File: config.mk
export PLATFORM = sky130hd
export DESIGN_NAME = utf8_stream_decoder_unit
export DESIGN_NICKNAME = d
export VERILOG_FILES = /design/src/utf8sd_pkg.sv /design/src/utf8sd_core.sv /design/src/utf8_stream_decoder_unit.sv
export VERILOG_INCLUDE_DIRS = /design/src /design/src/src
export SDC_FILE = /design/constraint.sdc
export NUM_CORES = 1
export LEC_CHECK = 0
export ABC_AREA = 1
export ABC_CLOCK_PERIOD_IN_PS = 3100
export BUFFER_PORTS_ARGS = -buffer_cell sky130_fd_sc_hd__buf_2
export CAP_MARGIN = 30
export CORE_MARGIN = 2
export CORE_UTILIZATION = 53
export CTS_CLUSTER_DIAMETER = 200
export DETAILED_ROUTE_END_ITERATION = 10
export GPL_TIMING_DRIVEN = 1
export HOLD_SLACK_MARGIN = 0.08
export MAX_ROUTING_LAYER = met4
export PLACE_DENSITY = 0.85
export SYNTH_ARGS = -nofsm -noshare
export SYNTH_HDL_FRONTEND = slang
export SYNTH_SLANG_ARGS = --single-unit
File: constraint.sdc
create_clock -name clk -period 3.1 [get_ports clk]
set_input_delay 0.31 -clock clk [delete_from_list [all_inputs] [get_ports clk]]
set_output_delay 0.31 -clock clk [all_outputs]
set_load 0.01 [all_outputs]
File: src/utf8_stream_decoder_unit_defines.svh
// assertion macros for the utf8 stream decoder unit
// no dependencies; included by files that carry concurrent checks
`ifndef UTF8_STREAM_DECODER_UNIT_DEFINES_SVH
`define UTF8_STREAM_DECODER_UNIT_DEFINES_SVH

`ifndef SYNTHESIS

// same-cycle implication, sampled on clk, off during reset
`define U8SD_ASSERT_NOW(lbl, ante, cons, msg) \
  lbl: assert property (@(posedge clk) disable iff (!rst_n) (ante) |-> (cons)) \
    else $error(msg);

// next-cycle implication, sampled on clk, off during reset
`define U8SD_ASSERT_NEXT(lbl, ante, cons, msg) \
  lbl: assert property (@(posedge clk) disable iff (!rst_n) (ante) |=> (cons)) \
    else $error(msg);

`else

`define U8SD_ASSERT_NOW(lbl, ante, cons, msg)
`define U8SD_ASSERT_NEXT(lbl, ante, cons, msg)

`endif

`endif

File: src/utf8sd_pkg.sv
// shared types and byte constants for the utf8 stream decoder
// no dependencies; imported by utf8sd_core, the top level and the testbench
package utf8sd_pkg;

  // lead byte class boundaries
  localparam logic [7:0] LEAD_ASCII_END = 8'h80;
  localparam logic [7:0] LEAD_2_MIN     = 8'hC2;
  localparam logic [7:0] LEAD_3_MIN     = 8'hE0;
  localparam logic [7:0] LEAD_4_MIN     = 8'hF0;
  localparam logic [7:0] LEAD_5_MIN     = 8'hF8;
  localparam logic [7:0] LEAD_6_MIN     = 8'hFC;
  localparam logic [7:0] LEAD_BAD_MIN   = 8'hFE;

  // continuation marker: top two bits must be 2'b10
  localparam logic [1:0] CONT_TAG = 2'b10;

  // smallest legal second byte after the leads that allow overlong forms
  localparam logic [7:0] MIN_AFTER_E0 = 8'hA0;
  localparam logic [7:0] MIN_AFTER_F0 = 8'h90;
  localparam logic [7:0] MIN_AFTER_F8 = 8'h88;
  localparam logic [7:0] MIN_AFTER_FC = 8'h84;

  localparam int unsigned CP_W  = 31;
  localparam int unsigned CNT_W = 3;

  typedef logic [CP_W-1:0]  cp_t;
  typedef logic [CNT_W-1:0] cnt_t;

  // one decoded result
  typedef struct packed {
    logic valid;
    cp_t  code_point;
    logic is_error;
    logic string_done;
  } result_t;

  // decoder status seen by the top level
  typedef struct packed {
    logic discarding;
    cnt_t bytes_remaining;
    cnt_t seq_length;
  } status_t;

endpackage

File: src/utf8sd_core.sv
// decode step and sequence state for the utf8 stream decoder
// depends on utf8sd_pkg
module utf8sd_core
  import utf8sd_pkg::*;
(
  input  logic          clk,
  input  logic          rst_n,
  input  logic          step,        // consume one byte this cycle
  input  logic [7:0]    in_byte,
  input  logic          end_of_string,
  output result_t       res,         // result of the byte, valid with step
  output status_t       stat
);

  cp_t        partial_r,   partial_nxt;
  cnt_t       remain_r,    remain_nxt;
  cnt_t       len_r,       len_nxt;
  logic [7:0] lead_r,      lead_nxt;
  logic       discard_r,   discard_nxt;

  // one decode step over the current byte and state
  always_comb begin
    cp_t  cont_val;
    cnt_t dec_remain;
    logic overlong;
    logic fail;

    partial_nxt = partial_r;
    remain_nxt  = remain_r;
    len_nxt     = len_r;
    lead_nxt    = lead_r;
    discard_nxt = discard_r;
    res         = '0;
    fail        = 1'b0;
    overlong    = 1'b0;
    cont_val    = {partial_r[CP_W-7:0], in_byte[5:0]};
    dec_remain  = remain_r - cnt_t'(1);

    if (discard_r) begin
      // drop bytes up to the end of the string
      if (end_of_string) begin
        discard_nxt = 1'b0;
        partial_nxt = '0;
        remain_nxt  = '0;
        len_nxt     = '0;
        lead_nxt    = '0;
      end
    end else if (remain_r == '0) begin
      // lead byte
      priority if (in_byte < LEAD_ASCII_END) begin
        res.valid       = 1'b1;
        res.code_point  = cp_t'(in_byte);
        res.string_done = end_of_string;
      end else if (in_byte < LEAD_2_MIN) begin
        fail = 1'b1;
      end else if (in_byte >= LEAD_BAD_MIN) begin
        fail = 1'b1;
      end else if (end_of_string) begin
        fail = 1'b1;
      end else begin
        lead_nxt = in_byte;
        priority if (in_byte < LEAD_3_MIN) begin
          len_nxt     = cnt_t'(2);
          partial_nxt = cp_t'(in_byte[4:0]);
        end else if (in_byte < LEAD_4_MIN) begin
          len_nxt     = cnt_t'(3);
          partial_nxt = cp_t'(in_byte[3:0]);
        end else if (in_byte < LEAD_5_MIN) begin
          len_nxt     = cnt_t'(4);
          partial_nxt = cp_t'(in_byte[2:0]);
        end else if (in_byte < LEAD_6_MIN) begin
          len_nxt     = cnt_t'(5);
          partial_nxt = cp_t'(in_byte[1:0]);
        end else begin
          len_nxt     = cnt_t'(6);
          partial_nxt = cp_t'(in_byte[0]);
        end
        remain_nxt = len_nxt - cnt_t'(1);
      end
    end else begin
      // continuation byte, with the overlong test on the first one
      if (remain_r + cnt_t'(1) == len_r) begin
        overlong = (lead_r == LEAD_3_MIN && in_byte < MIN_AFTER_E0) ||
                   (lead_r == LEAD_4_MIN && in_byte < MIN_AFTER_F0) ||
                   (lead_r == LEAD_5_MIN && in_byte < MIN_AFTER_F8) ||
                   (lead_r == LEAD_6_MIN && in_byte < MIN_AFTER_FC);
      end
      priority if (in_byte[7:6] != CONT_TAG || overlong) begin
        fail = 1'b1;
      end else if (dec_remain == '0) begin
        res.valid       = 1'b1;
        res.code_point  = cont_val;
        res.string_done = end_of_string;
        partial_nxt     = '0;
        remain_nxt      = '0;
        len_nxt         = '0;
        lead_nxt        = '0;
      end else if (end_of_string) begin
        fail = 1'b1;
      end else begin
        partial_nxt = cont_val;
        remain_nxt  = dec_remain;
      end
    end

    // error result: clear the sequence, discard unless string is done
    if (fail) begin
      res.valid       = 1'b1;
      res.code_point  = '0;
      res.is_error    = 1'b1;
      res.string_done = end_of_string;
      partial_nxt     = '0;
      remain_nxt      = '0;
      len_nxt         = '0;
      lead_nxt        = '0;
      discard_nxt     = !end_of_string;
    end
  end

  // sequence state
  always_ff @(posedge clk) begin
    if (!rst_n) begin
      partial_r <= '0;
      remain_r  <= '0;
      len_r     <= '0;
      lead_r    <= '0;
      discard_r <= 1'b0;
    end else if (step) begin
      partial_r <= partial_nxt;
      remain_r  <= remain_nxt;
      len_r     <= len_nxt;
      lead_r    <= lead_nxt;
      discard_r <= discard_nxt;
    end
  end

  assign stat.discarding      = discard_r;
  assign stat.bytes_remaining = remain_r;
  assign stat.seq_length      = len_r;

endmodule

File: src/utf8_stream_decoder_unit.sv
// Streaming UTF-8 decoder (original six-byte form): one byte per input beat, tlast
// marking the final byte of a string; one result beat per completed code point or
// error. Throughput is one byte per clock while the output is not stalled, set by the
// single decode step that sits between the input register and the result register;
// a byte passes the input register, then the decode step into the result register.
// No clearing pass runs after reset; the block takes beats as soon as rst_n is released.
// depends on utf8sd_pkg, utf8sd_core and utf8_stream_decoder_unit_defines.svh
`include "utf8_stream_decoder_unit_defines.svh"

module utf8_stream_decoder_unit
  import utf8sd_pkg::*;
(
  input  logic        clk,
  input  logic        rst_n,
  // input stream
  input  logic        in_tvalid,
  output logic        in_tready,
  input  logic [7:0]  in_tdata,    // [7:0] in_byte
  input  logic        in_tlast,    // end_of_string
  // result stream
  output logic        out_tvalid,
  input  logic        out_tready,
  output logic [31:0] out_tdata,   // [30:0] code_point, [31] zero
  output logic        out_tuser,   // is_error
  output logic        out_tlast    // string_done
);

  logic       in_v_r,    in_v_nxt;
  logic [7:0] in_byte_r;
  logic       in_last_r;
  logic       out_v_r,   out_v_nxt;
  cp_t        out_cp_r;
  logic       out_err_r;
  logic       out_done_r;
  logic       proc;
  result_t    res;
  status_t    stat;

  // a held byte is decoded once the result register can take its beat
  assign proc      = in_v_r && (!out_v_r || out_tready);
  assign in_tready = !in_v_r || proc;

  // input register
  always_comb begin
    in_v_nxt = in_v_r;
    if (in_tvalid && in_tready) begin
      in_v_nxt = 1'b1;
    end else if (proc) begin
      in_v_nxt = 1'b0;
    end
  end

  always_ff @(posedge clk) begin
    if (!rst_n) begin
      in_v_r <= 1'b0;
    end else begin
      in_v_r <= in_v_nxt;
    end
  end

  always_ff @(posedge clk) begin
    if (in_tvalid && in_tready) begin
      in_byte_r <= in_tdata;
      in_last_r <= in_tlast;
    end
  end

  // decode step
  utf8sd_core u_core (
    .clk           (clk),
    .rst_n         (rst_n),
    .step          (proc),
    .in_byte       (in_byte_r),
    .end_of_string (in_last_r),
    .res           (res),
    .stat          (stat)
  );

  // result register
  always_comb begin
    out_v_nxt = out_v_r;
    if (proc && res.valid) begin
      out_v_nxt = 1'b1;
    end else if (out_tready) begin
      out_v_nxt = 1'b0;
    end
  end

  always_ff @(posedge clk) begin
    if (!rst_n) begin
      out_v_r <= 1'b0;
    end else begin
      out_v_r <= out_v_nxt;
    end
  end

  always_ff @(posedge clk) begin
    if (proc && res.valid) begin
      out_cp_r   <= res.code_point;
      out_err_r  <= res.is_error;
      out_done_r <= res.string_done;
    end
  end

  assign out_tvalid = out_v_r;
  assign out_tdata  = {1'b0, out_cp_r};
  assign out_tuser  = out_err_r;
  assign out_tlast  = out_done_r;

  // checks
  `U8SD_ASSERT_NOW(a_err_zero_cp, out_tvalid && out_tuser, out_tdata == 32'd0, "error beat with nonzero code point")
  `U8SD_ASSERT_NOW(a_discard_no_seq, stat.discarding, stat.bytes_remaining == '0, "discarding with an open sequence")
  `U8SD_ASSERT_NOW(a_remain_range, stat.bytes_remaining != '0, stat.bytes_remaining < stat.seq_length, "remaining count not below sequence length")
  `U8SD_ASSERT_NEXT(a_result_loaded, proc && res.valid, out_tvalid, "decoded result not presented")

endmodule

==> run_results.csv <==
group,metric,value,unit
worst_setup_path,cp_max_fo,26,
placed_design,port_buffers,47,
grt,antenna_found_initial,0,
drt,wl,7720,µm
worst_setup_path,worstPathArrival,2760,ps
placed_design,place_hpwl,5180,µm
worst_setup_path,critPathRequiredTime,3170,ps
sta,slew_headroom,61.8,%
worst_setup_path,worstSetupEndpointType,"register",
grt,grt_pass1_vias,2992,
power,powerDensity,573,nW/µm²
clocking,cts_resized,0,
power,clkPwrFrac,31.4,%
sta,fin_crit,2690,ps
sta,finClkSkew,11.8,ps
yosys,synth_area_leader_cell,"edfxtp_1",
yosys,synth.cell_area,3890,µm²
yosys,synth_edf_count,42,
yosys,yosys-top-cells-area,"edfxtp_1, dfxtp_1, nand2_1, a21oi_1, nor2_1",
power,swShare,29.5,%
yosys,synth_common_cells,"nand2_1, nor2_1, inv_1",
clocking,clockBufferDepth,2,
grt,grt_util_all_layers,20.9,%
clocking,cts_tree,"built",
outcome,status,"complete, no violations",
floorplanning,die_area,8050,µm²
drt,wl_per_cell,13.0,µm
yosys,synth_cell_types,30,
yosys,yosysWarningCount,0,
grt,gr-usage-met2,33.3,%
sta,fmax,372,MHz
floorplanning,io_pins,49,
drt,route.detailed.drc,0,
clocking,clock_sinks,84,
grt,met1_usage,24.3,%
clocking,insertion_delay,360,ps
power,total_power,2490,µW
power,p_int,1750,µW
sta,period_share,86.8,%
grt,grt_overflow,0,
grt,gr-max-usage-layer,"met2",
yosys,synth_flop_cell,"edfxtp_1",
drt,drt-initial-drc-count,292,
yosys,syn_area_per_cell,8.62,µm²
floorplanning,coreArea,7180,µm²
drt,drtAntennaViolNets,0,
placed_design,dp.cells,579,
finish,instances_no_fill,595,
worst_hold_path,hp-class,"in2reg",
placed_design,dpl_cell_area,4140,µm²
clocking,htree_levels,3,
sta,tns,0,ps
sta,maxSlewViolCount,0,
power,p_comb_share,16.7,%
clocking,cts_hold_buf,0,
finish,fin_area,4340,µm²
yosys,netlist_instances,452,
power,p_leak,0.00175,µW
yosys,netlist.area_leader.share,32.4,%
yosys,synth_most_common_cell,"nand2_1",
finish,area_growth,11.5,%
grt,gr-usage-met3,6.04,%
placed_design,gp_congestion,0.921,
run,cap_violations,0,
sta,rsz0062_at_grt,"false",
clocking,cts.clk_slew.worst_paths,80,ps
grt,grt_start_max_net_pins,60,
clocking,cts_setup_buffers,0,
yosys,async_flop_share,0,%
yosys,syn-num-nets,470,
sta,hold_viol,0,
power,p_seq_share,51.9,%
clocking,cts_buffers,9,
worst_setup_path,crit_path_start_kind,"register",
worst_setup_path,path_class,"reg2reg",
drt,first_pass_iters,5,
floorplanning,start_util,54.3,%
sta,setup_violations,0,
finish,final_net_count,509,
power,p_switching,736,µW
grt,grt_pass1_wl,13200,µm
yosys,synth-seq-cells,84,
finish,antenna_cells,0,
drt,vias_per_cell,5.37,
sta,tightest_slew,572,ps
finish,final_layout_size_suffix_gt1_share,17.1,%
floorplanning,fp.dieH,89.7,µm
floorplanning,fp.dieW,89.7,µm
yosys,ys_seq_area_share,54.0,%
drt,vias,3193,
clocking,root_buffer,"clkbuf_8",
floorplanning,num_rows,31,
power,ir_drop,0.426,mV
==> cell families (layout without fill, tap and decap cells) <==
group / Yosys count / count (layout) / synth area share (%)
other: 1 / 1 / 0.0963
AO/OA/AOI/OAI: 73 / 73 / 9.67
flip-flops: 84 / 84 / 54.0
XOR/XNOR: 2 / 2 / 0.450
adder cells (fa/ha/maj): 5 / 5 / 1.61
AND/OR/NAND/NOR: 205 / 205 / 24.6
buffers and inverters: 82 / 126 / 9.57
==> worst paths after layout <==
path | slack (ps) | endpoint | cells after the start | from
worst min-delay path | 130 | in_byte_r[7] | 1 | in_tdata[7]
worst min register to register | 470 | u_core.partial_r[12] | 2 | u_core.partial_r[12]
worst max-delay path | 410 | out_cp_r[28] | 12 | u_core.remain_r[0]
worst max register to register | 410 | out_cp_r[28] | 12 | u_core.remain_r[0]
==> cell usage in the layout (no fill, tap or decap), types with 3 or more instances in the layout <==
master and instances:
inv_1 56, nand3_2 4, inv_6 3, nor2_1 61, a21oi_1 46, buf_2 47, inv_2 3, nor4_1 8
nand2_2 3, edfxtp_1 42, nand4_2 3, nand3_1 38, nand2_4 5, clkbuf_8 9, nor3_1 7, ha_1 5
nand4_1 4, dfxtp_1 42, nand2_1 71, o21ai_0 21
==> registers in the layout (all words and copies together), names as in the netlist <==
name	flops
u_core.lead_r	8
out_tlast	1
in_v_r	1
out_tvalid	1
u_core.discard_r	1
in_last_r	1
in_byte_r	8
out_tuser	1
u_core.len_r	3
out_cp_r	31
u_core.remain_r	3
u_core.partial_r	25
==> stage by stage <==
stage	worst slack [ps]	hold WS, ps	util (%)
finish	410	126	60.5
global route	90.7	107	60.5
CTS	435	118	60.5
detailed placement	438	455	57.8
global placement	608	454	57.8
floorplan	531	409	-
==> critical path, stage by stage (launching register included) <==
cell and delay (ps):
dfxtp_1 400, inv_1 120, ha_1 220, xnor2_1 180
nand2_1 220, inv_1 310, nand3_1 110, nand2_1 90
nand3_1 90, nand2_1 70, nand2_1 60, inv_1 280
buf_12 230
==> layout make-up <==
cell class / instances / area, µm²
fillers: 589 / 2830
inverters: 60 / 228
clock inverters: 6 / 71.3
flip-flops and latches: 84 / 2100
well taps: 99 / 124
clock buffers: 10 / 128
repair buffers: 50 / 270
multi-input cells: 286 / 1420
==> per-layer routing <==
layer,wire (µm),vias up
li1,-,1576
met1,3150,1455
met2,3760,135
met3,573,27
met4,241,0
met5,0,-
==> power groups by stage <==
stage	registers, µW	logic [µW]	clock network (µW)
floorplan	1320	309	0
global placement	1310	396	0
detailed placement	1320	410	0
CTS	1290	413	792
global route	1300	467	840
finish	1290	415	782
No activity file was read; power rests on OpenSTA's default activity.
